## src/hw/rtl/psffm_pkg.sv

```systemverilog
// Package for the pump supply and flow fault monitor.
// Holds the transfer payload structs, the register index codes and shared constants.
// No dependencies.
package psffm_pkg;

  localparam int ADC_BITS   = 10;
  localparam int PULSE_BITS = 8;

  localparam int PCT_W      = 7;
  localparam int VOLT_W     = 10;
  localparam int DB_W       = 8;
  localparam int FLOW_W     = 12;
  localparam int TRIP_W     = 8;
  localparam int RUN_W      = 8;
  localparam int SPEED_W    = 7;
  localparam int CFG_IDX_W  = 3;
  localparam int CFG_DATA_W = 12;

  // Long division: the quotient is below 100, so seven quotient bits suffice.
  localparam int QUO_W      = 7;
  localparam int NUM_W      = 19;
  localparam int CNT_W      = 3;

  localparam logic [PCT_W-1:0]   PCT_FULL   = 7'd100;
  localparam logic [SPEED_W-1:0] SPEED_FULL = 7'd100;
  localparam logic [RUN_W-1:0]   RUN_MAX    = 8'd255;

  // Configuration register indexes.
  localparam logic [CFG_IDX_W-1:0] REG_VOLT_LOW   = 3'd0;
  localparam logic [CFG_IDX_W-1:0] REG_VOLT_HIGH  = 3'd1;
  localparam logic [CFG_IDX_W-1:0] REG_VOLT_DB    = 3'd2;
  localparam logic [CFG_IDX_W-1:0] REG_FLOW_LOW   = 3'd3;
  localparam logic [CFG_IDX_W-1:0] REG_FLOW_HIGH  = 3'd4;
  localparam logic [CFG_IDX_W-1:0] REG_TRIP_COUNT = 3'd5;
  localparam logic [CFG_IDX_W-1:0] REG_VOLT_LIMIT = 3'd6;
  localparam logic [CFG_IDX_W-1:0] REG_FLOW_LIMIT = 3'd7;

  typedef struct packed {
    logic [ADC_BITS-1:0]   supply_sample;
    logic [PULSE_BITS-1:0] pulse_count;
    logic [SPEED_W-1:0]    motor_speed;
  } psffm_in_t;

  typedef struct packed {
    logic [PCT_W-1:0]      voltage_percent;
    logic [PCT_W-1:0]      flow_percent;
    logic [ADC_BITS-1:0]   held_voltage_counts;
    logic [PULSE_BITS-1:0] held_flow_count;
    logic                  undervoltage_trip;
    logic                  underflow_trip;
    logic                  motor_stop;
    logic                  close_all_valves;
    logic                  close_stream_valve;
    logic                  buzzer_on;
  } psffm_out_t;

  // Exact floor(x / 10) for any 12-bit x, by multiplying with a scaled reciprocal.
  function automatic logic [8:0] div10(input logic [FLOW_W-1:0] x);
    logic [27:0] prod;
    prod = 28'(x) * 28'd52429;
    return prod[27:19];
  endfunction

endpackage

```

## src/hw/rtl/pump_supply_flow_fault_monitor.sv

```systemverilog
// Pump supply and flow fault monitor, top level.
// Depends on psffm_pkg for payload structs, register indexes and constants.
//
//  channel  | signals                         | direction | payload
//  ---------+---------------------------------+-----------+---------------------------
//  in       | in_valid, in_ready, in_data     | sink      | psffm_in_t, one period
//  out      | out_valid, out_ready, out_data  | source    | psffm_out_t, one result
//  cfg      | cfg_we, cfg_index, cfg_wdata    | sink      | register write, no wait
//
// After its input transfer, an item passes these steps until its result is loaded into the
// output register: a step to clamp and decide what is taken, a setup step per percent, a
// divider run for each taken percent strictly inside its window, and an update step.
// Reset (rst_n low at a clock edge) restores register defaults and clears control state.
// in_ready rises once the update step has loaded the result, so the next transfer can
// overlap a waiting result; the update step itself stalls while the output register is full.
module pump_supply_flow_fault_monitor (
  input  logic                                  clk,
  input  logic                                  rst_n,
  input  logic                                  in_valid,
  output logic                                  in_ready,
  input  psffm_pkg::psffm_in_t                  in_data,
  output logic                                  out_valid,
  input  logic                                  out_ready,
  output psffm_pkg::psffm_out_t                 out_data,
  input  logic                                  cfg_we,
  input  logic [psffm_pkg::CFG_IDX_W-1:0]       cfg_index,
  input  logic [psffm_pkg::CFG_DATA_W-1:0]      cfg_wdata
);
  import psffm_pkg::*;

  // Sequencer states.
  localparam logic [2:0] S_IDLE = 3'd0;
  localparam logic [2:0] S_EVAL = 3'd1;
  localparam logic [2:0] S_PSET = 3'd2;
  localparam logic [2:0] S_PDIV = 3'd3;
  localparam logic [2:0] S_UPD  = 3'd4;

  // Configuration registers.
  logic [VOLT_W-1:0] vlo_r, vlo_nxt;
  logic [VOLT_W-1:0] vhi_r, vhi_nxt;
  logic [DB_W-1:0]   vdb_r, vdb_nxt;
  logic [FLOW_W-1:0] flo_r, flo_nxt;
  logic [FLOW_W-1:0] fhi_r, fhi_nxt;
  logic [TRIP_W-1:0] trip_r, trip_nxt;
  logic [PCT_W-1:0]  vlim_r, vlim_nxt;
  logic [PCT_W-1:0]  flim_r, flim_nxt;

  // Sequencer and monitor state.
  logic [2:0]            state_r, state_nxt;
  logic                  phase_r, phase_nxt;
  psffm_in_t             in_r, in_nxt;
  logic                  take_v_r, take_v_nxt;
  logic                  take_f_r, take_f_nxt;
  logic                  primed_r, primed_nxt;
  logic [ADC_BITS-1:0]   held_v_r, held_v_nxt;
  logic [PULSE_BITS-1:0] held_f_r, held_f_nxt;
  logic [PCT_W-1:0]      vpct_r, vpct_nxt;
  logic [PCT_W-1:0]      fpct_r, fpct_nxt;
  logic [RUN_W-1:0]      lv_run_r, lv_run_nxt;
  logic [RUN_W-1:0]      lf_run_r, lf_run_nxt;
  logic                  alarm_r, alarm_nxt;

  // Shared long divider.
  logic [NUM_W-1:0] rem_r, rem_nxt;
  logic [NUM_W-1:0] den_sh_r, den_sh_nxt;
  logic [QUO_W-1:0] quo_r, quo_nxt;
  logic [CNT_W-1:0] cnt_r, cnt_nxt;

  // Output register.
  logic       out_valid_r, out_valid_nxt;
  psffm_out_t out_data_r, out_data_nxt;

  // Combinational helpers.
  logic [ADC_BITS-1:0]   v_clamp;
  logic [ADC_BITS-1:0]   v_diff;
  logic [FLOW_W-1:0]     p_tenths;
  logic [8:0]            f_raw;
  logic [PULSE_BITS-1:0] f_clamp;
  logic [FLOW_W-1:0]     sel_x, sel_lo, sel_hi;
  logic                  sel_take;
  logic                  div_ge;
  logic [QUO_W-1:0]      div_quo;
  logic                  v_bad, f_bad, uv, uf;
  logic                  out_free;

  assign in_ready  = (state_r == S_IDLE);
  assign out_valid = out_valid_r;
  assign out_data  = out_data_r;
  assign out_free  = !out_valid_r || out_ready;

  // Voltage clamp to the window and distance from the held value.
  always_comb begin
    if (in_r.supply_sample < vlo_r) begin
      v_clamp = vlo_r;
    end else if (in_r.supply_sample > vhi_r) begin
      v_clamp = vhi_r;
    end else begin
      v_clamp = in_r.supply_sample;
    end
    v_diff = (v_clamp > held_v_r) ? (v_clamp - held_v_r) : (held_v_r - v_clamp);
  end

  // Flow clamp: the pulse count is compared in tenths against the window edges.
  always_comb begin
    p_tenths = FLOW_W'(in_r.pulse_count) * FLOW_W'(10);
    if (p_tenths < flo_r) begin
      f_raw = div10(flo_r);
    end else if (p_tenths > fhi_r) begin
      f_raw = div10(fhi_r);
    end else begin
      f_raw = 9'(in_r.pulse_count);
    end
    f_clamp = f_raw[8] ? {PULSE_BITS{1'b1}} : f_raw[PULSE_BITS-1:0];
  end

  // Operand select for the percent step: phase 0 is voltage, phase 1 is flow.
  always_comb begin
    if (!phase_r) begin
      sel_x    = FLOW_W'(held_v_r);
      sel_lo   = FLOW_W'(vlo_r);
      sel_hi   = FLOW_W'(vhi_r);
      sel_take = take_v_r;
    end else begin
      sel_x    = FLOW_W'(held_f_r) * FLOW_W'(10);
      sel_lo   = flo_r;
      sel_hi   = fhi_r;
      sel_take = take_f_r;
    end
  end

  // One restoring division step per cycle.
  assign div_ge  = (rem_r >= den_sh_r);
  assign div_quo = {quo_r[QUO_W-2:0], div_ge};

  // Run counter decisions use the percents as they stand after this period's update.
  always_comb begin
    v_bad = (vpct_r < vlim_r);
    f_bad = (in_r.motor_speed == SPEED_FULL) && (fpct_r < flim_r);
    if (!v_bad) begin
      lv_run_nxt = '0;
    end else begin
      lv_run_nxt = (lv_run_r == RUN_MAX) ? RUN_MAX : lv_run_r + RUN_W'(1);
    end
    if (!f_bad) begin
      lf_run_nxt = '0;
    end else begin
      lf_run_nxt = (lf_run_r == RUN_MAX) ? RUN_MAX : lf_run_r + RUN_W'(1);
    end
    uv = (lv_run_nxt >= trip_r);
    uf = (lf_run_nxt >= trip_r);
  end

  // Configuration writes.
  always_comb begin
    vlo_nxt  = vlo_r;
    vhi_nxt  = vhi_r;
    vdb_nxt  = vdb_r;
    flo_nxt  = flo_r;
    fhi_nxt  = fhi_r;
    trip_nxt = trip_r;
    vlim_nxt = vlim_r;
    flim_nxt = flim_r;
    if (cfg_we) begin
      unique case (cfg_index)
        REG_VOLT_LOW:   vlo_nxt  = cfg_wdata[VOLT_W-1:0];
        REG_VOLT_HIGH:  vhi_nxt  = cfg_wdata[VOLT_W-1:0];
        REG_VOLT_DB:    vdb_nxt  = cfg_wdata[DB_W-1:0];
        REG_FLOW_LOW:   flo_nxt  = cfg_wdata[FLOW_W-1:0];
        REG_FLOW_HIGH:  fhi_nxt  = cfg_wdata[FLOW_W-1:0];
        REG_TRIP_COUNT: trip_nxt = cfg_wdata[TRIP_W-1:0];
        REG_VOLT_LIMIT: vlim_nxt = cfg_wdata[PCT_W-1:0];
        REG_FLOW_LIMIT: flim_nxt = cfg_wdata[PCT_W-1:0];
        default: ;
      endcase
    end
  end

  // Sequencer.
  always_comb begin
    state_nxt     = state_r;
    phase_nxt     = phase_r;
    in_nxt        = in_r;
    take_v_nxt    = take_v_r;
    take_f_nxt    = take_f_r;
    primed_nxt    = primed_r;
    held_v_nxt    = held_v_r;
    held_f_nxt    = held_f_r;
    vpct_nxt      = vpct_r;
    fpct_nxt      = fpct_r;
    rem_nxt       = rem_r;
    den_sh_nxt    = den_sh_r;
    quo_nxt       = quo_r;
    cnt_nxt       = cnt_r;
    alarm_nxt     = alarm_r;
    out_data_nxt  = out_data_r;
    out_valid_nxt = out_valid_r && !out_ready;

    unique case (state_r)
      S_IDLE: begin
        if (in_valid) begin
          in_nxt    = in_data;
          state_nxt = S_EVAL;
        end
      end
      S_EVAL: begin
        // The first period after reset always takes both values.
        take_v_nxt = !primed_r || (v_diff > ADC_BITS'(vdb_r));
        take_f_nxt = !primed_r || (f_clamp != held_f_r);
        if (take_v_nxt) begin
          held_v_nxt = v_clamp;
        end
        if (take_f_nxt) begin
          held_f_nxt = f_clamp;
        end
        primed_nxt = 1'b1;
        phase_nxt  = 1'b0;
        state_nxt  = S_PSET;
      end
      S_PSET: begin
        if (sel_take && (sel_x > sel_lo) && (sel_x < sel_hi)) begin
          // Strictly inside the window: start the divider.
          rem_nxt    = NUM_W'(sel_x - sel_lo) * NUM_W'(100);
          den_sh_nxt = NUM_W'(sel_hi - sel_lo) << (QUO_W - 1);
          quo_nxt    = '0;
          cnt_nxt    = CNT_W'(QUO_W - 1);
          state_nxt  = S_PDIV;
        end else begin
          if (sel_take) begin
            if (!phase_r) begin
              vpct_nxt = (sel_x <= sel_lo) ? '0 : PCT_FULL;
            end else begin
              fpct_nxt = (sel_x <= sel_lo) ? '0 : PCT_FULL;
            end
          end
          phase_nxt = 1'b1;
          state_nxt = phase_r ? S_UPD : S_PSET;
        end
      end
      S_PDIV: begin
        rem_nxt    = div_ge ? (rem_r - den_sh_r) : rem_r;
        den_sh_nxt = den_sh_r >> 1;
        quo_nxt    = div_quo;
        cnt_nxt    = cnt_r - CNT_W'(1);
        if (cnt_r == '0) begin
          if (!phase_r) begin
            vpct_nxt = div_quo;
          end else begin
            fpct_nxt = div_quo;
          end
          phase_nxt = 1'b1;
          state_nxt = phase_r ? S_UPD : S_PSET;
        end
      end
      S_UPD: begin
        if (out_free) begin
          alarm_nxt                        = alarm_r || uv || uf;
          out_data_nxt.voltage_percent     = vpct_r;
          out_data_nxt.flow_percent        = fpct_r;
          out_data_nxt.held_voltage_counts = held_v_r;
          out_data_nxt.held_flow_count     = held_f_r;
          out_data_nxt.undervoltage_trip   = uv;
          out_data_nxt.underflow_trip      = uf;
          out_data_nxt.motor_stop          = uv || uf;
          out_data_nxt.close_all_valves    = uv;
          out_data_nxt.close_stream_valve  = uv || uf;
          out_data_nxt.buzzer_on           = alarm_nxt;
          out_valid_nxt                    = 1'b1;
          state_nxt                        = S_IDLE;
        end
      end
      default: begin
        state_nxt = S_IDLE;
      end
    endcase
  end

  // Control and monitor state, cleared by reset.
  always_ff @(posedge clk) begin
    if (!rst_n) begin
      vlo_r       <= VOLT_W'(728);
      vhi_r       <= VOLT_W'(849);
      vdb_r       <= DB_W'(20);
      flo_r       <= FLOW_W'(197);
      fhi_r       <= FLOW_W'(1005);
      trip_r      <= TRIP_W'(5);
      vlim_r      <= PCT_W'(5);
      flim_r      <= PCT_W'(25);
      state_r     <= S_IDLE;
      phase_r     <= 1'b0;
      primed_r    <= 1'b0;
      held_v_r    <= '0;
      held_f_r    <= '0;
      vpct_r      <= '0;
      fpct_r      <= '0;
      lv_run_r    <= '0;
      lf_run_r    <= '0;
      alarm_r     <= 1'b0;
      out_valid_r <= 1'b0;
    end else begin
      vlo_r       <= vlo_nxt;
      vhi_r       <= vhi_nxt;
      vdb_r       <= vdb_nxt;
      flo_r       <= flo_nxt;
      fhi_r       <= fhi_nxt;
      trip_r      <= trip_nxt;
      vlim_r      <= vlim_nxt;
      flim_r      <= flim_nxt;
      state_r     <= state_nxt;
      phase_r     <= phase_nxt;
      primed_r    <= primed_nxt;
      held_v_r    <= held_v_nxt;
      held_f_r    <= held_f_nxt;
      vpct_r      <= vpct_nxt;
      fpct_r      <= fpct_nxt;
      alarm_r     <= alarm_nxt;
      out_valid_r <= out_valid_nxt;
      // The run counters advance once per period, when its result is committed.
      if (state_r == S_UPD && out_free) begin
        lv_run_r <= lv_run_nxt;
        lf_run_r <= lf_run_nxt;
      end
    end
  end

  // Payload and datapath registers.
  always_ff @(posedge clk) begin
    in_r       <= in_nxt;
    take_v_r   <= take_v_nxt;
    take_f_r   <= take_f_nxt;
    rem_r      <= rem_nxt;
    den_sh_r   <= den_sh_nxt;
    quo_r      <= quo_nxt;
    cnt_r      <= cnt_nxt;
    out_data_r <= out_data_nxt;
  end

  // The divider finishes after its last step and hands over to the next percent or update.
  a_div_exit: assert property (@(posedge clk) disable iff (!rst_n)
    (state_r == S_PDIV && cnt_r == '0) |=> (state_r == S_PSET || state_r == S_UPD))
    else $error("divider did not hand over after its last step");

  // Percents written to the result never leave the 0..100 range.
  a_pct_range: assert property (@(posedge clk) disable iff (!rst_n)
    out_valid |-> (out_data.voltage_percent <= PCT_FULL && out_data.flow_percent <= PCT_FULL))
    else $error("result percent above 100");

  // Once set, the alarm stays set until reset.
  a_alarm_latch: assert property (@(posedge clk) disable iff (!rst_n)
    alarm_r |=> alarm_r)
    else $error("alarm latch dropped without reset");

  // A new result is never loaded over one that is still waiting.
  a_no_overwrite: assert property (@(posedge clk) disable iff (!rst_n)
    (out_valid && !out_ready) |=> (out_valid && $stable(out_data)))
    else $error("waiting result overwritten");

endmodule
```

## config.mk

```make
export PLATFORM = sky130hd
export DESIGN_NAME = pump_supply_flow_fault_monitor
export DESIGN_NICKNAME = d
export VERILOG_FILES = /design/src/hw/rtl/psffm_pkg.sv /design/src/hw/rtl/pump_supply_flow_fault_monitor.sv
export SDC_FILE = /design/constraint.sdc
export NUM_CORES = 1
export LEC_CHECK = 0
export BUFFER_PORTS_ARGS = -buffer_cell sky130_fd_sc_hd__buf_2
export CELL_PAD_IN_SITES_DETAIL_PLACEMENT = 0
export CELL_PAD_IN_SITES_GLOBAL_PLACEMENT = 1
export CORE_MARGIN = 5
export CORE_UTILIZATION = 45
export DETAILED_ROUTE_END_ITERATION = 16
export PLACE_DENSITY = 0.75
export SYNTH_ARGS = -nofsm -noshare
export SYNTH_HDL_FRONTEND = slang
export SYNTH_SLANG_ARGS = --single-unit
```

## constraint.sdc

```tcl
create_clock -name clk -period 21.5 [get_ports clk]
set_input_delay 2.15 -clock clk [delete_from_list [all_inputs] [get_ports clk]]
set_output_delay 2.15 -clock clk [all_outputs]
set_load 0.02 [all_outputs]
```

==> flow_metrics.tcl <==
set metrics [dict create \
    endpoint_kind "register" \
    fin_skew_ns 0.0141 \
    ant_nets 0 \
    fill_cells 4734 \
    clock_sinks 239 \
    p_switching_mw 0.894 \
    power_frac_comb_pct 50.5 \
    clockRootBuffer "clkbuf_16" \
    synth-warning-count 0 \
    path_common_cell "a21o_1" \
    gp_congestion 0.914 \
    routed-via-count 17952 \
    setup_tns_ns 0 \
    fin_crit_sh_pct 35.6 \
    cts_max_path_buffers 3 \
    synth_edf_count 110 \
    cts_resized 0 \
    core_mm2 0.0492 \
    relSlewSlack_pct 26.3 \
    hold_viol_final 0 \
    grt_pass1_wl_um 97400 \
    pwr-share-clk_pct 25.1 \
    period_needed_ns 7.65 \
    synth_nets 3046 \
    antenna_found_initial 3 \
    p_per_area_mw_per_mm2 90.5 \
    dr.pass1.iters 5 \
    drive_gt1_share_pct 7.39 \
    cp_top_family "compound AO/OA/AOI/OAI gates" \
    routed_wl_um 61000 \
    synth_flop_cell "dfxtp_1" \
    worst_pin_slew_ns 1.10 \
    cts_hold_buf 0 \
    dieArea_mm2 0.0545 \
    die_h_um 233 \
    globalRouteOverflowTotal 0 \
    critPathLaunchType "register" \
    port_buffers 84 \
    start_util_pct 45.7 \
    cap_viol_max_count 0 \
    clock_latency_ns 0.59 \
    drc_errors 0 \
    cp_max_fo 19 \
    rsz0062_at_grt "no" \
    nNetsFinal 3103 \
    critPathKind "reg -> reg" \
    clk_pin_slew_ns 0.06 \
    htree_levels 1 \
    first_iter_violations 1353 \
    grt_util_all_layers_pct 22.2 \
    dpl.hpwl_um 49100 \
    cellLeakagePower_nw 11.4 \
    synth_cell_types 85 \
    critical_path_required_ns 22.00 \
    maxSlewViolCount 0 \
    ys_async_sr_fraction_pct 0 \
    crit_arrival_ns 8.15 \
    p_total_mw 2.23 \
    avgSynthCellArea_um2 8.88 \
    p_seq_share_pct 24.5 \
    crit_buf_inv 3 \
    area_growth_pct 9.55 \
    grt_pass1_vias 17890 \
    cpMaxStageDelayCell "a2111oi_0" \
    min_path_type "reg -> reg" \
    register_area_mm2 0.00589 \
    ioPinCount 85 \
    std_cell_rows 81 \
    synth_seq_cells 239 \
    peakVddDrop_uv 89.0 \
    wl_per_cell_um 18.6 \
    cp_slowest_stage_delay_ns 0.48 \
    finalSetupViolations 0 \
    yosysSeqAreaShare_pct 26.2 \
    grt_max_degree 81 \
    synthCells 2529 \
    multi_input_area_mm2 0.0148 \
    syn_area_mm2 0.0225 \
    cts_buffers 30 \
    cts_tree "yes" \
    fp.dieW_um 233 \
    fmax_ghz 0.131 \
    cts_setup_buffers 0 \
    vias_per_cell 5.48 \
    swShare_pct 40.1 \
    p_int_mw 1.33 \
    outcome "finished, final reports clean" \
]
-- worst paths after layout --
path	start	end	slack, ns	cells past startpoint
worst max-delay path	in_r[16]	held_v_r[1]	13.85	32
worst min-delay path	vdb_r[7]	vdb_r[7]	0.46	2
worst max register to register	in_r[16]	held_v_r[1]	13.85	32
worst min register to register	vdb_r[7]	vdb_r[7]	0.46	2
-- worst min-delay path, cell delays in order (launching register included) --
cell,delay (ns)
dfxtp_1,0.31
nand2_1,0.04
a21boi_0,0.06
-- cell families after synthesis --
group / count (synthesis) / share of synthesized area, %
XOR/XNOR: 72 / 2.81
AND/OR/NAND/NOR: 670 / 14.0
AO/OA/AOI/OAI: 570 / 17.0
multiplexers: 53 / 2.39
flip-flops: 239 / 26.2
adder cells (fa/ha/maj): 472 / 29.7
buffers and inverters: 453 / 7.88
-- cell type report --
type                    instances  area share [%]
multi-input cells            1837            60.2
flip-flops and latches        239            23.9
inverters                     378            5.77
well taps                     664            3.38
clock buffers                  34            3.24
repair buffers                100            2.21
clock inverters                22            1.22
diodes                          3          0.0305
-- power groups by stage --
| stage | clock network [mW] | registers (mW) | logic, mW |
|---|---|---|---|
| global route | 0.591 | 0.546 | 1.28 |
| global placement | 0 | 0.554 | 1.09 |
| detailed placement | 0 | 0.554 | 1.11 |
| floorplan | 0 | 0.542 | 0.866 |
| CTS | 0.570 | 0.545 | 1.12 |
| finish | 0.558 | 0.545 | 1.12 |
-- synth_stat cells, drive strengths merged (6+ instances only) --
master     n  area, um2
a2111oi   13        133
a211o      7       62.6
a211oi    24        180
a21boi    63        473
a21o      67        505
a21oi    121        606
a221oi     6       52.6
a31oi     11       68.8
and2      15       98.9
and3      16        101
and4       6       52.6
buf       19        111
clkbuf    56        240
dfxtp    129       2580
edfxtp   110       3300
fa       103       2060
ha       369       4620
inv      378       1420
mux2i     48        480
nand2    296       1110
nand2b    24        150
nand3     40        200
nand4     39        244
nor2     112        420
nor2b     44        275
nor3      32        165
nor4      11       68.8
o211a      6       60.1
o211ai    36        270
o21a      30        225
o21ai    116        584
o21bai    17        128
o31ai     16        120
or2       10       65.1
or3        9       57.6
xnor2     48        420
xor2      24        210
-- sequential cells by signal, summed over array words and instances (netlist names), 8 cells and up --
signal    flops
lv_run_r      8
rem_r        19
vdb_r         8
trip_r        8
lf_run_r      8
held_v_r     10
in_r         25
vhi_r        10
held_f_r      8
out_data     36
fhi_r        12
vlo_r        10
den_sh_r     19
flo_r        12
-- through the flow --
stage          util [%]  hold slack, ns  cells  worst slack, ns  area (um2)
2_1_floorplan         -           0.421   2529            14.70       22500
3_3_place_gp       47.8           0.452   3218            14.04       23500
3_5_place_dp       47.8           0.443   3218            13.95       23500
4_1_cts            50.0           0.469   3274            13.84       24600
5_1_grt            50.1           0.485   3275            13.12       24600
6_report           50.1           0.463   3277            13.85       24600
-- layer usage --
layer | global-route usage, % | vias up | part of all wire, %
met3 | 2.52 | 62 | 4.9
met2 | 36.0 | 371 | 45
met4 | 4.15 | 2 | 1.7
met1 | 32.4 | 8654 | 48
li1 | - | 8863 | -
met5 | 0 | - | 0.011
-- layout by cell type (no fill, tap or decap), types with 65 or more instances in the layout --
| cell type | count |
|---|---|
| edfxtp_1 | 110 |
| nand2_1 | 296 |
| dfxtp_1 | 128 |
| ha_1 | 369 |
| fa_1 | 103 |
| a21o_1 | 65 |
| a21oi_1 | 121 |
| buf_2 | 83 |
| o21ai_0 | 112 |
| inv_1 | 377 |
| nor2_1 | 112 |
Power figures use the tool's default switching activity.
